`config.mk`:
```
export PLATFORM = sky130hd
export DESIGN_NAME = mtem_ctrl
export DESIGN_NICKNAME = d
export VERILOG_FILES = /design/src/rtl/mtem_pkg.sv /design/src/rtl/mtem_ctrl.sv
export SDC_FILE = /design/constraint.sdc
export NUM_CORES = 1
export LEC_CHECK = 0
export ABC_AREA = 1
export BUFFER_PORTS_ARGS = -buffer_cell sky130_fd_sc_hd__clkbuf_2
export CELL_PAD_IN_SITES_DETAIL_PLACEMENT = 1
export CELL_PAD_IN_SITES_GLOBAL_PLACEMENT = 1
export CORE_MARGIN = 4
export CORE_UTILIZATION = 41
export CTS_CLUSTER_DIAMETER = 150
export DETAILED_ROUTE_END_ITERATION = 6
export PLACE_DENSITY = 0.93
export SYNTH_ARGS = -nofsm -noshare
export SYNTH_HDL_FRONTEND = slang
export SYNTH_SLANG_ARGS = --single-unit
```
`constraint.sdc`:
```
create_clock -name clk_i -period 2.25 [get_ports clk_i]
set_clock_uncertainty 0.2 [all_clocks]
set_input_delay 0.45 -clock clk_i [delete_from_list [all_inputs] [get_ports clk_i]]
set_output_delay 0.45 -clock clk_i [all_outputs]
set_load 0.005 [all_outputs]
```
`src/rtl/mtem_pkg.sv`:
```
// Shared widths, register codes and control types of the multi-tap echo mixer.
// Depends on nothing; every other file imports it.
package mtem_pkg;

  localparam int SampleW  = 16;
  localparam int GainW    = 16;
  localparam int ChanW    = 1;
  localparam int PosW     = 12;
  localparam int AddrW    = ChanW + PosW;
  localparam int MemDepth = 2 ** AddrW;
  localparam int MaxDelay = 2 ** PosW;
  localparam int DelayW   = 13;
  localparam int NumTaps  = 4;
  localparam int TapW     = 2;
  localparam int ChanCntW = 2;
  localparam int TapCntW  = 3;
  localparam int CfgIdxW  = 3;
  localparam int CfgDataW = 29;
  localparam int MulW     = 32;
  localparam int AccW     = 35;
  localparam int ProdW    = AccW + GainW + 1;
  localparam int FracBits = 30;
  localparam int QW       = ProdW - FracBits;

  localparam logic signed [SampleW-1:0] SampleMax = 16'sh7FFF;
  localparam logic signed [SampleW-1:0] SampleMin = 16'sh8000;

  typedef enum logic [CfgIdxW-1:0] {
    REG_IN_GAIN  = 3'd0,
    REG_OUT_GAIN = 3'd1,
    REG_CHAN_CNT = 3'd2,
    REG_TAP_CNT  = 3'd3,
    REG_TAP_0    = 3'd4,
    REG_TAP_1    = 3'd5,
    REG_TAP_2    = 3'd6,
    REG_TAP_3    = 3'd7
  } reg_idx_e;

  typedef struct packed {
    logic [GainW-1:0]                in_gain;
    logic [GainW-1:0]                mix_gain;
    logic                            single_chan;
    logic [TapW-1:0]                 taps_m1;
    logic [NumTaps-1:0][PosW-1:0]    delay;
    logic [NumTaps-1:0][GainW-1:0]   decay;
  } cfg_t;

  typedef struct packed {
    logic             load;
    logic             rd_issue;
    logic [TapW-1:0]  tap_sel;
    logic             commit;
    logic             out_load;
    logic             clr_wr;
    logic [AddrW-1:0] clr_addr;
  } cmd_t;

  typedef struct packed {
    logic busy;
    logic out_free;
  } sts_t;

endpackage

```
`src/rtl/mtem_ctrl.sv`:
```
// Controller state machine: ring clearing after reset, tap read sequencing and result handoff.
// Depends on mtem_pkg for the command and status types.
module mtem_ctrl import mtem_pkg::*; (
  input  logic            clk_i,
  input  logic            rst_ni,
  input  logic            in_valid_i,
  output logic            in_ready_o,
  input  logic [TapW-1:0] taps_m1_i,
  input  sts_t            sts_i,
  output cmd_t            cmd_o
);

  typedef enum logic [5:0] {
    ST_CLEAR = 6'b000001,
    ST_IDLE  = 6'b000010,
    ST_READ  = 6'b000100,
    ST_WAIT  = 6'b001000,
    ST_SCALE = 6'b010000,
    ST_ROUND = 6'b100000
  } state_e;

  state_e           state_q, state_d;
  logic [TapW-1:0]  tap_q, tap_d;
  logic [AddrW-1:0] clr_q, clr_d;

  always_ff @(posedge clk_i or negedge rst_ni) begin
    if (!rst_ni) begin
      state_q <= ST_CLEAR;
      tap_q   <= '0;
      clr_q   <= '0;
    end else begin
      state_q <= state_d;
      tap_q   <= tap_d;
      clr_q   <= clr_d;
    end
  end

  always_comb begin
    state_d      = state_q;
    tap_d        = tap_q;
    clr_d        = clr_q;
    in_ready_o   = 1'b0;
    cmd_o        = '0;
    cmd_o.clr_addr = clr_q;
    cmd_o.tap_sel  = tap_q;
    case (state_q)
      ST_CLEAR: begin
        cmd_o.clr_wr = 1'b1;
        clr_d = clr_q + 1'b1;
        if (clr_q == '1) begin
          state_d = ST_IDLE;
        end
      end
      ST_IDLE: begin
        in_ready_o = 1'b1;
        if (in_valid_i) begin
          cmd_o.load = 1'b1;
          tap_d = '0;
          state_d = ST_READ;
        end
      end
      ST_READ: begin
        cmd_o.rd_issue = 1'b1;
        if (tap_q == taps_m1_i) begin
          state_d = ST_WAIT;
        end else begin
          tap_d = tap_q + 1'b1;
        end
      end
      ST_WAIT: begin
        if (!sts_i.busy) begin
          state_d = ST_SCALE;
        end
      end
      ST_SCALE: begin
        cmd_o.commit = 1'b1;
        state_d = ST_ROUND;
      end
      ST_ROUND: begin
        if (sts_i.out_free) begin
          cmd_o.out_load = 1'b1;
          state_d = ST_IDLE;
        end
      end
      default: state_d = ST_IDLE;
    endcase
  end

endmodule

```
==> Word-level counts from Yosys, hierarchy flattened <==
Index checks and enable logic that the tools add are counted.
Widths: inputs -> output; s select.
{ "word_totals": {"register_bits": 21, "in_bits": 7, "output_inout_bits": 21, "wordCells": 39} }
{ "classes": {"n_addsub": 2, "n_eq_ne": 14, "n_mux": 17, "n_reduce_logical": 3} }
{ "op_table": {"columns": ["op", "count"], "rows": [
  ["$pmux 6 s6", 1],
  ["$mux 6", 5],
  ["$add 13x1->13 const B", 1],
  ["$eq 13x13->1 const B", 1],
  ["$ne 2x2->1 const B", 6],
  ["$mux 1", 8],
  ["$eq 6x1->1 const B", 1],
  ["$eq 6x2->1 const B", 1],
  ["$eq 6x3->1 const B", 1],
  ["$eq 6x4->1 const B", 1],
  ["$eq 6x5->1 const B", 1],
  ["$eq 6x6->1 const B", 1],
  ["$reduce_and 5->1", 1],
  ["$mux 2", 2],
  ["$pmux 2 s2", 1],
  ["$reduce_and 3->1", 1],
  ["$add 2x1->2 const B", 1],
  ["$eq 2x2->1", 1],
  ["$reduce_bool 2->1", 1]
]} }

==> Longest topological paths before layout <==
{ "depth": {"word_depth": 3, "mapped_depth": 9, "ltp_nobuf": 9} }

==> Worst setup path before layout <==
No wires, ideal clock.
{ "synth_timing": {"path_type": "reg-to-output", "start": "reg state_q[4]", "end": "out cmd_o[19] (netlist name)", "arrival_time_ps": 922, "required_ps": 1600, "setup_slack_ps": 678, "stages_incl_launch_ff": 6, "path_buffers": 0, "cell_sequence": "dfrtp_1 -> nor2_4 -> nand3_1 -> inv_1 -> nand2_1 -> inv_1"} }
{ "synth_rtl": {"columns": ["item", "line_no", "source"], "rows": [
  ["from (decl)", "mtem_ctrl.sv:22", "state_e state_q, state_d;"],
  ["from (signal assigned)", "mtem_ctrl.sv:32", "state_q <= state_d;"],
  ["to (decl)", "mtem_ctrl.sv:10", "output cmd_t cmd_o"]
]} }

==> results.md <==
| Stage | Parameter | Value |
|:---|:---|:---|
| cells and area | Post-layout nets | 191 |
| clocking | Number of buffers created by CTS | 3 |
| global routing | Initial antenna violation count | 0 |
| power and ir drop | Power per cell area | 685 mW/mm² |
| floorplanning | Die footprint | 0.00384 mm² |
| route | Total via count after detailed routing | 1073 |
| global routing | Wire length of the first global-routing pass | 5.20 mm |
| clocking | Post-CTS Hold Fix Bufs | 1 |
| sta | Achievable Freq | 468 MHz |
| global routing | Via count of the first global-routing pass | 1176 |
| global routing | Most utilized layer in the global route result | met2 |
| hold path | Hold crit path type | in2reg |
| floorplanning | Top-level port count | 28 |
| flow run | Number of max-cap violations | 0 |
| sta | Slew HR | 0.649 |
| clocking | Number of sinks handled by clock tree synthesis | 21 |
| worst setup path | Cell at the slowest stage of the critical path | dfrtp_1 |
| sta | Shortest period the worst path allows | 2.13 ns |
| worst setup path | Biggest fanout along the worst timing path | 12 |
| route | DRC | 0 |
| clocking | Worst-skew pair later-pin latency | 0.31 ns |
| route | Detailed router's first-iteration violation count | 13 |
| place | DP Cell Count | 208 |
| global routing | Overall fraction of global-route tracks in use | 0.182 |
| sta | Final Hold Viols | 0 |
| global routing | Maximum number of pins on one net before global-route repair | 22 |
| clocking | H-Tree Level Count | 1 |
| cells and area | Layout-stage area growth over the synthesis result | 16.7% |
| cells and area | Register area | 527 µm² |
| floorplanning | Effective utilization at floorplan | 0.433 |
| power and ir drop | Total leakage power | 0.806 nW |
| clocking | Number of gates given a new drive strength after cts | 0 |
| worst setup path | Endpoint required time on the critical path | 1.60 ns |
| cells and area | Area occupied by multi-input gates | 558 µm² |
| synth | Post-synthesis register bit count | 21 |
| floorplanning | Count of standard-cell rows | 19 |
| cells and area | Cell area after layout | 0.00139 mm² |
| synth | Net count after synthesis | 159 |
| sta | Final setup violation count | 0 |
| clocking | CTS tree | done |
| place | HPWL after detailed placement | 2.40 mm |
| route | Number of antenna-violating nets in the routed design | 0 |
| synth | Post-Synthesis Cells | 151 |
| place | RD Place Congestion | 0.907 |
| worst setup path | Maximum cell stage delay along the critical path | 0.44 ns |
| place | Port Buffer Count | 27 |
| power and ir drop | Worst VDD drop | 0.538 mV |
| cells and area | Fillcell total | 359 |
| sta | RSZ-0062 raised after global routing | false |
| route | Routed len/inst | 14.0 µm |
| floorplanning | Core Footprint | 0.00276 mm² |
| status | Status | finished clean |
| cells and area | Total inserted antenna cells | 0 |
| floorplanning | Die Width | 62.0 µm |
| sta | Fin. max-slew vios | 0 |
| place | Cell Area, Placed | 0.00136 mm² |
| worst setup path | Sequence of cells on the critical path | nor2_4 -> nand2_2 -> nor2_4 -> clkbuf_2 |
| clocking | Deepest clock path buffer count | 2 |
| synth | Sequential cell area fraction in the yosys report | 0.441 |
| route | TritonRoute pass-1 iters | 4 |
| clocking | Buffers inserted by post-CTS timing repair | 0 |
| global routing | Met3 Track Usage GR | 0.0289 |
| route | Total Wirelength | 2.98 mm |
| route | Routed vias/inst | 5.04 |
| global routing | Total congestion overflow | 0 |
| cells and area | Final standard cell count with taps included and fillers excluded | 213 |
| worst setup path | Most frequent cell on the critical path | nor2_4 |
| sta | Fraction of the cycle the final worst path needs | 0.949 |
| global routing | Global Route met1 Usage | 0.215 |
| cells and area | Ratio of cells with drive above 1 in the final layout | 0.247 |
| synth | Number of distinct library cell variants in the gate-level netlist after synthesis | 23 |
| clocking | Worst-path clk slew | 0.11 ns |
| worst setup path | Critical path launch point type | register |
| worst setup path | Path type of the worst setup path | reg2out |
| synth | Combined area of all synthesized cells | 0.00119 mm² |
| worst setup path | Critical Path Sink Type | primary output |
| sta | Worst Max-Slew Pin Slew | 0.527 ns |
| floorplanning | Die Ht | 62.0 µm |
| synth | Post-Syn Area per Cell | 7.90 µm² |
| sta | Final-layout setup total negative slack | 0 ns |
| cells and area | Post-route core utilization | 0.505 |
| clocking | Clock root buffer | clkbuf_4 |
| synth | Count of synthesis-stage warnings from yosys | 0 |
| global routing | Met2 layer usage reported by global route | 0.325 |
| worst setup path | Data arrival time at the worst-slack endpoint | 1.48 ns |
per-layer routing:
metal	wire length [µm]	vias up
met4	72	0
met1	1230	518
met2	1540	20
met3	135	9
met5	0	-
li1	-	526
cell usage in the layout, fill, tap and decap left out:
cell type      synthesis  final
and2_4                 1      1
and3_1                 1      1
clkbuf_1               0      1
clkbuf_2               0     27
clkbuf_4               0      3
dfrtp_1               20     20
dfstp_2                1      1
dlygate4sd3_1          0      1
ha_1                   1      1
inv_1                 25     25
inv_2                  1      1
nand2_1               43     43
nand2_2                4      4
nand2_4                1      1
nand3_1               11     11
nand4_1                6      6
nand4_2                1      1
nor2_1                11     11
nor2_2                 1      1
nor2_4                 4      4
nor3_1                 3      3
nor3_2                 1      1
o21ai_0                3      3
o31ai_1                1      1
xnor2_1                3      3
xor2_1                 7      7
registers in the layout (all words and copies together), names as in the netlist:
name and cells:
state_q 6, tap_q 2, clr_q 13
synthesized netlist by cell type, drive strengths merged:
library cell / n / share of area
nor2: 16 / 0.078
o21ai: 3 / 0.013
and3: 1 / 0.0052
nand4: 7 / 0.042
o31ai: 1 / 0.0063
dfrtp: 20 / 0.42
dfstp: 1 / 0.022
xnor2: 3 / 0.022
and2: 1 / 0.0073
ha: 1 / 0.010
xor2: 7 / 0.051
nand2: 48 / 0.17
nand3: 11 / 0.046
nor3: 4 / 0.021
inv: 26 / 0.082
buf: 1 / 0.0094
power by group:
group | internal (W) | switching, W
Clock | 0.0000692 | 0.000119
Sequential | 0.000409 | 0.0000322
Combinational | 0.000111 | 0.000214
Total | 0.000590 | 0.000365
cells by family after synthesis:
kind of cell,after synthesis,share of synthesized area
AOI/OAI and AO/OA,4,0.0189
buffers and inverters,27,0.0912
DFF,21,0.441
and+or+nand+nor,88,0.365
adders and majority gates,1,0.0105
xor gates and xnor gates,10,0.0734
worst paths after layout:
check                           startpoint         end  slack (ns)  cells after the start
worst max register to register  state_q[4]    clr_q[8]        0.49                      6
min in group asynchronous           rst_ni   clr_q[10]        0.43                      2
worst min-delay path              sts_i[1]  state_q[3]        0.26                      3
worst max-delay path            state_q[4]   cmd_o[13]        0.12                      4
worst min register to register    clr_q[4]    clr_q[4]        0.33                      1
max in group asynchronous           rst_ni  state_q[0]        1.05                      2
metrics by stage:
step / setup slack [ns] / total power (W) / hold slack [ns]
finish: 0.115 / 0.000954 / 0.257
floorplan: 0.678 / 0.000670 / -0.0456
detailed placement: 0.472 / 0.000776 / 0.257
CTS: 0.0944 / 0.000964 / 0.259
global route: 0.00996 / 0.00103 / 0.270
global placement: 0.519 / 0.000753 / 0.242
final cells by class:
cell class,instances,area share
clock buffer,4,0.0189
sequential,21,0.378
tap,31,0.0279
inverter,26,0.0701
timing repair buffer,28,0.104
multi-input combinational,103,0.401
critical path: cells and delay by family, from the launching register on:
family	cells	cell delay, ns
and+or+nand+nor	3	0.56
DFF	1	0.44
buffers and inverters	1	0.18
Note: power is estimated with default switching activity, not from simulation.
