### src/rtl/mtem_pkg.sv
// Shared widths, register codes and control types of the multi-tap echo mixer.
// Depends on nothing; every other file imports it.
package mtem_pkg;

  localparam int SampleW  = 16;
  localparam int GainW    = 16;
  localparam int ChanW    = 1;
  localparam int PosW     = 12;
  localparam int AddrW    = ChanW + PosW;
  localparam int MemDepth = 2 ** AddrW;
  localparam int MaxDelay = 2 ** PosW;
  localparam int DelayW   = 13;
  localparam int NumTaps  = 4;
  localparam int TapW     = 2;
  localparam int ChanCntW = 2;
  localparam int TapCntW  = 3;
  localparam int CfgIdxW  = 3;
  localparam int CfgDataW = 29;
  localparam int MulW     = 32;
  localparam int AccW     = 35;
  localparam int ProdW    = AccW + GainW + 1;
  localparam int FracBits = 30;
  localparam int QW       = ProdW - FracBits;

  localparam logic signed [SampleW-1:0] SampleMax = 16'sh7FFF;
  localparam logic signed [SampleW-1:0] SampleMin = 16'sh8000;

  typedef enum logic [CfgIdxW-1:0] {
    REG_IN_GAIN  = 3'd0,
    REG_OUT_GAIN = 3'd1,
    REG_CHAN_CNT = 3'd2,
    REG_TAP_CNT  = 3'd3,
    REG_TAP_0    = 3'd4,
    REG_TAP_1    = 3'd5,
    REG_TAP_2    = 3'd6,
    REG_TAP_3    = 3'd7
  } reg_idx_e;

  typedef struct packed {
    logic [GainW-1:0]                in_gain;
    logic [GainW-1:0]                mix_gain;
    logic                            single_chan;
    logic [TapW-1:0]                 taps_m1;
    logic [NumTaps-1:0][PosW-1:0]    delay;
    logic [NumTaps-1:0][GainW-1:0]   decay;
  } cfg_t;

  typedef struct packed {
    logic             load;
    logic             rd_issue;
    logic [TapW-1:0]  tap_sel;
    logic             commit;
    logic             out_load;
    logic             clr_wr;
    logic [AddrW-1:0] clr_addr;
  } cmd_t;

  typedef struct packed {
    logic busy;
    logic out_free;
  } sts_t;

endpackage

### src/rtl/mtem_if.sv


interface mtem_cfg_if import mtem_pkg::*; ();
  logic                valid;
  logic                ready;
  logic [CfgIdxW-1:0]  index;
  logic [CfgDataW-1:0] data;

  modport source (output valid, index, data, input ready);
  modport sink (input valid, index, data, output ready);
endinterface

### src/rtl/mtem_cfg.sv
// Configuration registers and the decoding of their fields into working values.
// Depends on mtem_pkg and mtem_cfg_if.
module mtem_cfg import mtem_pkg::*; (
  input  logic     clk_i,
  input  logic     rst_ni,
  mtem_cfg_if.sink cfg_i,
  output cfg_t     cfg_o
);

  localparam logic [GainW-1:0]    InGainRst  = 16'd19661;
  localparam logic [GainW-1:0]    OutGainRst = 16'd9830;
  localparam logic [ChanCntW-1:0] ChanCntRst = 2'd1;
  localparam logic [TapCntW-1:0]  TapCntRst  = 3'd1;
  localparam logic [CfgDataW-1:0] Tap0Rst    = 29'd134221824;

  logic [GainW-1:0]                   in_gain_q;
  logic [GainW-1:0]                   mix_gain_q;
  logic [ChanCntW-1:0]                chan_cnt_q;
  logic [TapCntW-1:0]                 tap_cnt_q;
  logic [NumTaps-1:0][CfgDataW-1:0]   tap_word_q;

  assign cfg_i.ready = 1'b1;

  always_ff @(posedge clk_i or negedge rst_ni) begin
    if (!rst_ni) begin
      in_gain_q  <= InGainRst;
      mix_gain_q <= OutGainRst;
      chan_cnt_q <= ChanCntRst;
      tap_cnt_q  <= TapCntRst;
      tap_word_q[0] <= Tap0Rst;
      tap_word_q[1] <= '0;
      tap_word_q[2] <= '0;
      tap_word_q[3] <= '0;
    end else if (cfg_i.valid) begin
      case (reg_idx_e'(cfg_i.index))
        REG_IN_GAIN:  in_gain_q  <= cfg_i.data[GainW-1:0];
        REG_OUT_GAIN: mix_gain_q <= cfg_i.data[GainW-1:0];
        REG_CHAN_CNT: chan_cnt_q <= cfg_i.data[ChanCntW-1:0];
        REG_TAP_CNT:  tap_cnt_q  <= cfg_i.data[TapCntW-1:0];
        REG_TAP_0:    tap_word_q[0] <= cfg_i.data;
        REG_TAP_1:    tap_word_q[1] <= cfg_i.data;
        REG_TAP_2:    tap_word_q[2] <= cfg_i.data;
        REG_TAP_3:    tap_word_q[3] <= cfg_i.data;
        default: ;
      endcase
    end
  end

  always_comb begin
    logic [DelayW-1:0] dly;
    cfg_o.in_gain     = in_gain_q;
    cfg_o.mix_gain    = mix_gain_q;
    cfg_o.single_chan = (chan_cnt_q <= 2'd1);
    if (tap_cnt_q == '0) begin
      cfg_o.taps_m1 = '0;
    end else if (tap_cnt_q >= TapCntW'(NumTaps)) begin
      cfg_o.taps_m1 = TapW'(NumTaps - 1);
    end else begin
      cfg_o.taps_m1 = TapW'(tap_cnt_q - 3'd1);
    end
    // A delay of zero or of the full ring length both read the oldest entry.
    for (int t = 0; t < NumTaps; t++) begin
      dly = tap_word_q[t][DelayW-1:0];
      cfg_o.delay[t] = (dly > DelayW'(MaxDelay)) ? '0 : dly[PosW-1:0];
      cfg_o.decay[t] = tap_word_q[t][DelayW +: GainW];
    end
  end

endmodule

### src/flat_wrapper.sv
// flat-port wrapper written by rule: the top's interface ports become plain ports
module mtem_cfg_flat import mtem_pkg::*;
  (clk_i, rst_ni, cfg_o, cfg_i_valid, cfg_i_index, cfg_i_data, cfg_i_ready);
  mtem_cfg_if cfg_i_i ();
  input  logic clk_i;
  input  logic rst_ni;
  output cfg_t cfg_o;
  input wire logic [$bits(cfg_i_i.valid)-1:0] cfg_i_valid;
  input wire logic [$bits(cfg_i_i.index)-1:0] cfg_i_index;
  input wire logic [$bits(cfg_i_i.data)-1:0] cfg_i_data;
  output wire logic [$bits(cfg_i_i.ready)-1:0] cfg_i_ready;
  assign cfg_i_i.valid = cfg_i_valid;
  assign cfg_i_i.index = cfg_i_index;
  assign cfg_i_i.data = cfg_i_data;
  assign cfg_i_ready = cfg_i_i.ready;
  mtem_cfg u_core (.clk_i(clk_i), .rst_ni(rst_ni), .cfg_i(cfg_i_i), .cfg_o(cfg_o));
endmodule
### config.mk
export PLATFORM = sky130hd
export DESIGN_NAME = mtem_cfg_flat
export DESIGN_NICKNAME = d
export VERILOG_FILES = /design/src/rtl/mtem_pkg.sv /design/src/rtl/mtem_if.sv /design/src/rtl/mtem_cfg.sv /design/src/flat_wrapper.sv
export SDC_FILE = /design/constraint.sdc
export NUM_CORES = 1
export LEC_CHECK = 0
export BUFFER_PORTS_ARGS = -buffer_cell sky130_fd_sc_hd__buf_2
export CORE_ASPECT_RATIO = 1.1
export CORE_UTILIZATION = 52
export DETAILED_ROUTE_END_ITERATION = 8
export GPL_ROUTABILITY_DRIVEN = 0
export PLACE_DENSITY = 0.79
export SLEW_MARGIN = 20
export SYNTH_ARGS = -nofsm -noshare
export SYNTH_HDL_FRONTEND = slang
export SYNTH_SLANG_ARGS = --single-unit
### constraint.sdc
create_clock -name clk_i -period 1.2 [get_ports clk_i]
set_input_delay 0.06 -clock clk_i [delete_from_list [all_inputs] [get_ports clk_i]]
set_output_delay 0.06 -clock clk_i [all_outputs]
set_load 0.1 [all_outputs]
Yosys cells after proc, flatten, opt, wreduce, memory -nomap -nowiden. Cells that the tools add are included.

Memory bits (read-only): 0. Memories: 0. Input port bits: 35. Word-level logic and storage cells: 38. Memory bits (writable): 0. Latch bits: 0. Bits in registers: 153. Output and inout bits: 148.

Bitwise gates (word level): 0. Muxes and demuxes: 6. Reductions and logical operators: 10. Add/sub/neg operators: 1. $mul: 0. Magnitude comparators: 6. Divide/modulo/power cells: 0. Shifts and indexed selects: 0. Equality and inequality tests: 7.

Operators with widths (number): $gt 13x13->1 const B (4); $mux 12 (4); $reduce_and 2->1 (8); $eq 3x3->1 const B (4); $eq 3x2->1 const B (2); $logic_not 3->1 (2); $mux 2 (2); $eq 3x1->1 const B (1); $ge 3x3->1 const B (1); $le 2x1->1 const B (1); $sub 2x1->2 const B (1).

Depth between registers and ports, before layout.
Word-level depth: 3. Gate-level depth with buffers: 4. Mapped depth without buffers: 3.

Worst setup path before layout. OpenSTA, ideal clock, no wires.

Path kind: reg2out. From: register u_core.tap_cnt_q[0]. To: output cfg_o[113] (netlist bit). Required time: 1140 ps. Arrival: 2234 ps. Buffers on the path: 0. Cell stages (with the launch flop): 4. Path slack: -1094 ps. Cells stage by stage: dfstp_2 -> inv_1 -> ha_1 -> o21bai_1.

RTL lines: start, declared (line mtem_cfg.sv:19) `logic [TapCntW-1:0] tap_cnt_q;`; start signal, assigned (line mtem_cfg.sv:29) `tap_cnt_q <= TapCntRst;`; start signal, assigned (line mtem_cfg.sv:39) `REG_TAP_CNT: tap_cnt_q <= cfg_i.data[TapCntW-1:0];`; end, declared (line flat_wrapper.sv:7) `output cfg_t cfg_o;`.

==> flow_metrics.tcl <==
set metrics [dict create \
    maxSlewViolCount 0 \
    ys_ff_latch 152 \
    drt_first_pass_iters 4 \
    fillers 634 \
    areaGrowthSynthToFinish_pct 52.71 \
    design_area_sq_um 10200 \
    vias 4165 \
    netlist_area_sq_um 6681 \
    syn_area_per_cell_sq_um 14.81 \
    io_pins 183 \
    fp.dieArea_sq_um 13310 \
    multiInputGateArea_sq_um 2608 \
    grt_max_degree 50 \
    worstHoldStart "cfg_i_data[1]" \
    r2r_start "u_core.tap_word_q[12]" \
    p_per_area_nw_per_um2 2757 \
    root_buffer "clkbuf_16" \
    grt_pass1_wl_microns 25360 \
    skew_ps 0 \
    clock_sinks 152 \
    status "finished, violations left" \
    leakagePower_nw 4.666 \
    cts_max_path_buffers 2 \
    r2r_cells 3 \
    worst_skew_pair.late_latency_ps 430 \
    cts_tree "done" \
    drc 0 \
    synth_edf_count 0 \
    synth_ff_type "dfrtp_1" \
    ff_latch_area_sq_um 3847 \
    core_sq_um 12590 \
    wl_microns 16500 \
    startpoint "u_core.tap_cnt_q[0]" \
    setup_viol 66 \
    portBuffers 181 \
    asyncSetResetFlopFracSynth_pct 100.0 \
    rsz0062_at_grt "yes" \
    cap_viol_max_count 0 \
    cts_made_buffers 17 \
    nets 664 \
    drive_gt1_share_pct 75.82 \
    wl_per_cell_microns 20.67 \
    arrival_ps 1530 \
    drtAntennaViolNets 0 \
    hold_viol_final 0 \
    ys_seq_area_share_pct 57.27 \
    violations "negative setup slack" \
    synthDistinctLibCells 20 \
    n_antenna_cell 0 \
    tns_ps -11800 \
    synth_nets 487 \
    worst_ep_required_time_ps 1140 \
    initial_core_util_pct 53.07 \
    layout_min_cycle_time_ps 1586 \
    dieHeight_microns 120.9 \
    final_util_pct 81.05 \
    start_kind "flip-flop" \
    vias_per_cell 5.219 \
    place_area_sq_um 8786 \
    place_ws_ps -102.0 \
    criticalPathCategory "reg -> out" \
    grt_antenna_before_repair 0 \
    post-route-period-util_pct 132.1 \
    vdd_drop_max_mv 2.093 \
    cts-htree-levels 4 \
    grt_pass1_vias 4583 \
    dp.cells 732 \
    path_max_fanout 2 \
    die_w_microns 110.1 \
    detailed_place_hpwl_microns 10690 \
    fin_ws_ps -385.6 \
    min_path_type "in -> reg" \
    row_count 43 \
    clk_pin_slew_ps 60 \
    fmax_mhz 630.7 \
    min_path_cells 2 \
    final_cells 798 \
    grt-ovfl-total 0 \
    syn_inst 451 \
    drt_iter0_drc 159 \
    ys_warn_count 0 \
    worst_setup_path_end_kind "output pin" \
    track_usage_pct 26.48 \
]
report_power, final:
| part | switching, mW | internal, mW | total, mW |
|---|---|---|---|
| combinational | 10.2 | 4.70 | 14.9 |
| clock | 2.07 | 3.99 | 6.06 |
| sequential | 0.757 | 6.39 | 7.15 |
| total | 13.0 | 15.1 | 28.1 |
cells by family (layout without fill, tap and decap cells):
kind of cell | count (synthesis) | in the layout | share of synthesized area [%]
adders and majority gates | 1 | 1 | 0.1872
other | 1 | 1 | 0.05613
buffers and inverters | 87 | 277 | 9.625
muxes | 152 | 152 | 26.74
DFF | 152 | 152 | 57.27
AOI/OAI and AO/OA | 2 | 2 | 0.2247
and+or+nand+nor | 56 | 56 | 5.899
state kept, by name, summed over array words and instances (netlist names):
register / cells
u_core.mix_gain_q: 16
u_core.chan_cnt_q: 1
u_core.in_gain_q: 16
u_core.tap_word_q: 52
u_core.tap_cnt_q: 3
u_core.cfg_o: 64
synth_stat cells (2+ instances only):
cell / instances / area, sq um
and4bb_2: 2 / 25.02
buf_2: 7 / 35.03
buf_4: 65 / 488.0
buf_6: 7 / 78.83
clkbuf_1: 4 / 15.01
dfrtp_1: 134 / 3353
dfstp_2: 18 / 473.0
inv_1: 3 / 11.26
mux2_1: 3 / 33.78
mux2_2: 129 / 1453
mux2_4: 20 / 300.3
nand4b_1: 3 / 26.28
nor2b_1: 48 / 300.3
o21bai_1: 2 / 15.01
cells in the final DEF, fill, tap and decap left out, types with 2 or more instances in the layout:
master / synthesis / final
clkinvlp_4: 0 / 2
dfrtp_1: 134 / 117
buf_6: 7 / 5
inv_1: 3 / 2
o21bai_4: 0 / 2
mux2_4: 20 / 20
and4bb_2: 2 / 3
dfstp_2: 18 / 18
buf_4: 65 / 93
bufinv_16: 0 / 6
mux2_2: 129 / 129
dlygate4sd3_1: 0 / 28
nand4b_1: 3 / 3
mux2_1: 3 / 3
buf_2: 7 / 33
clkinv_2: 0 / 4
clkbuf_8: 0 / 2
clkbuf_16: 0 / 17
dfrtp_2: 0 / 17
buf_12: 0 / 81
nor2b_4: 0 / 48
path summary, 6_finish.rpt:
kind                            slack (ps)                    end
worst max-delay path                  -390             cfg_o[113]
worst min-delay path                    30    u_core.tap_cnt_q[1]
worst max register to register         170  u_core.tap_word_q[12]
worst min register to register         510       u_core.cfg_o[30]
max in group asynchronous              520       u_core.cfg_o[14]
min in group asynchronous               80    u_core.in_gain_q[5]
metrics by stage:
step	hold slack (ps)	total power, mW
2_1_floorplan	-235.6	18.27
3_3_place_gp	-66.97	20.98
3_5_place_dp	-63.15	21.19
4_1_cts	13.51	28.21
5_1_grt	26.90	28.94
6_report	27.35	28.13
layout make-up:
type,instances,share of cell area (%)
timing repair buffer,242,28.07
tap,157,1.925
sequential,152,37.71
clock inverter,13,2.195
inverter,3,0.1104
clock buffer,19,4.439
multi-input combinational,212,25.55
critical path: stages (launching register included):
cell,delay (ps)
dfstp_2,530
inv_2,40
ha_4,210
o21bai_4,130
buf_12,190
repair_timing:
action	4_1_cts	5_1_grt
resized for setup	125	1
endpoints found under the hold margin	275	0
hold buffers	28	0
setup buffers	4	1
gates cloned	1	0
setup endpoints to repair	146	67
pin swaps	2	0
layer usage:
layer	up-vias	part of all wire (%)	global-route usage, %
li1	1832	-	-
met1	2176	40	31.70
met2	138	52	44.77
met3	19	6.1	7.841
met4	0	1.7	9.583
met5	-	0	0
Note: power is estimated with default switching activity, not from simulation.
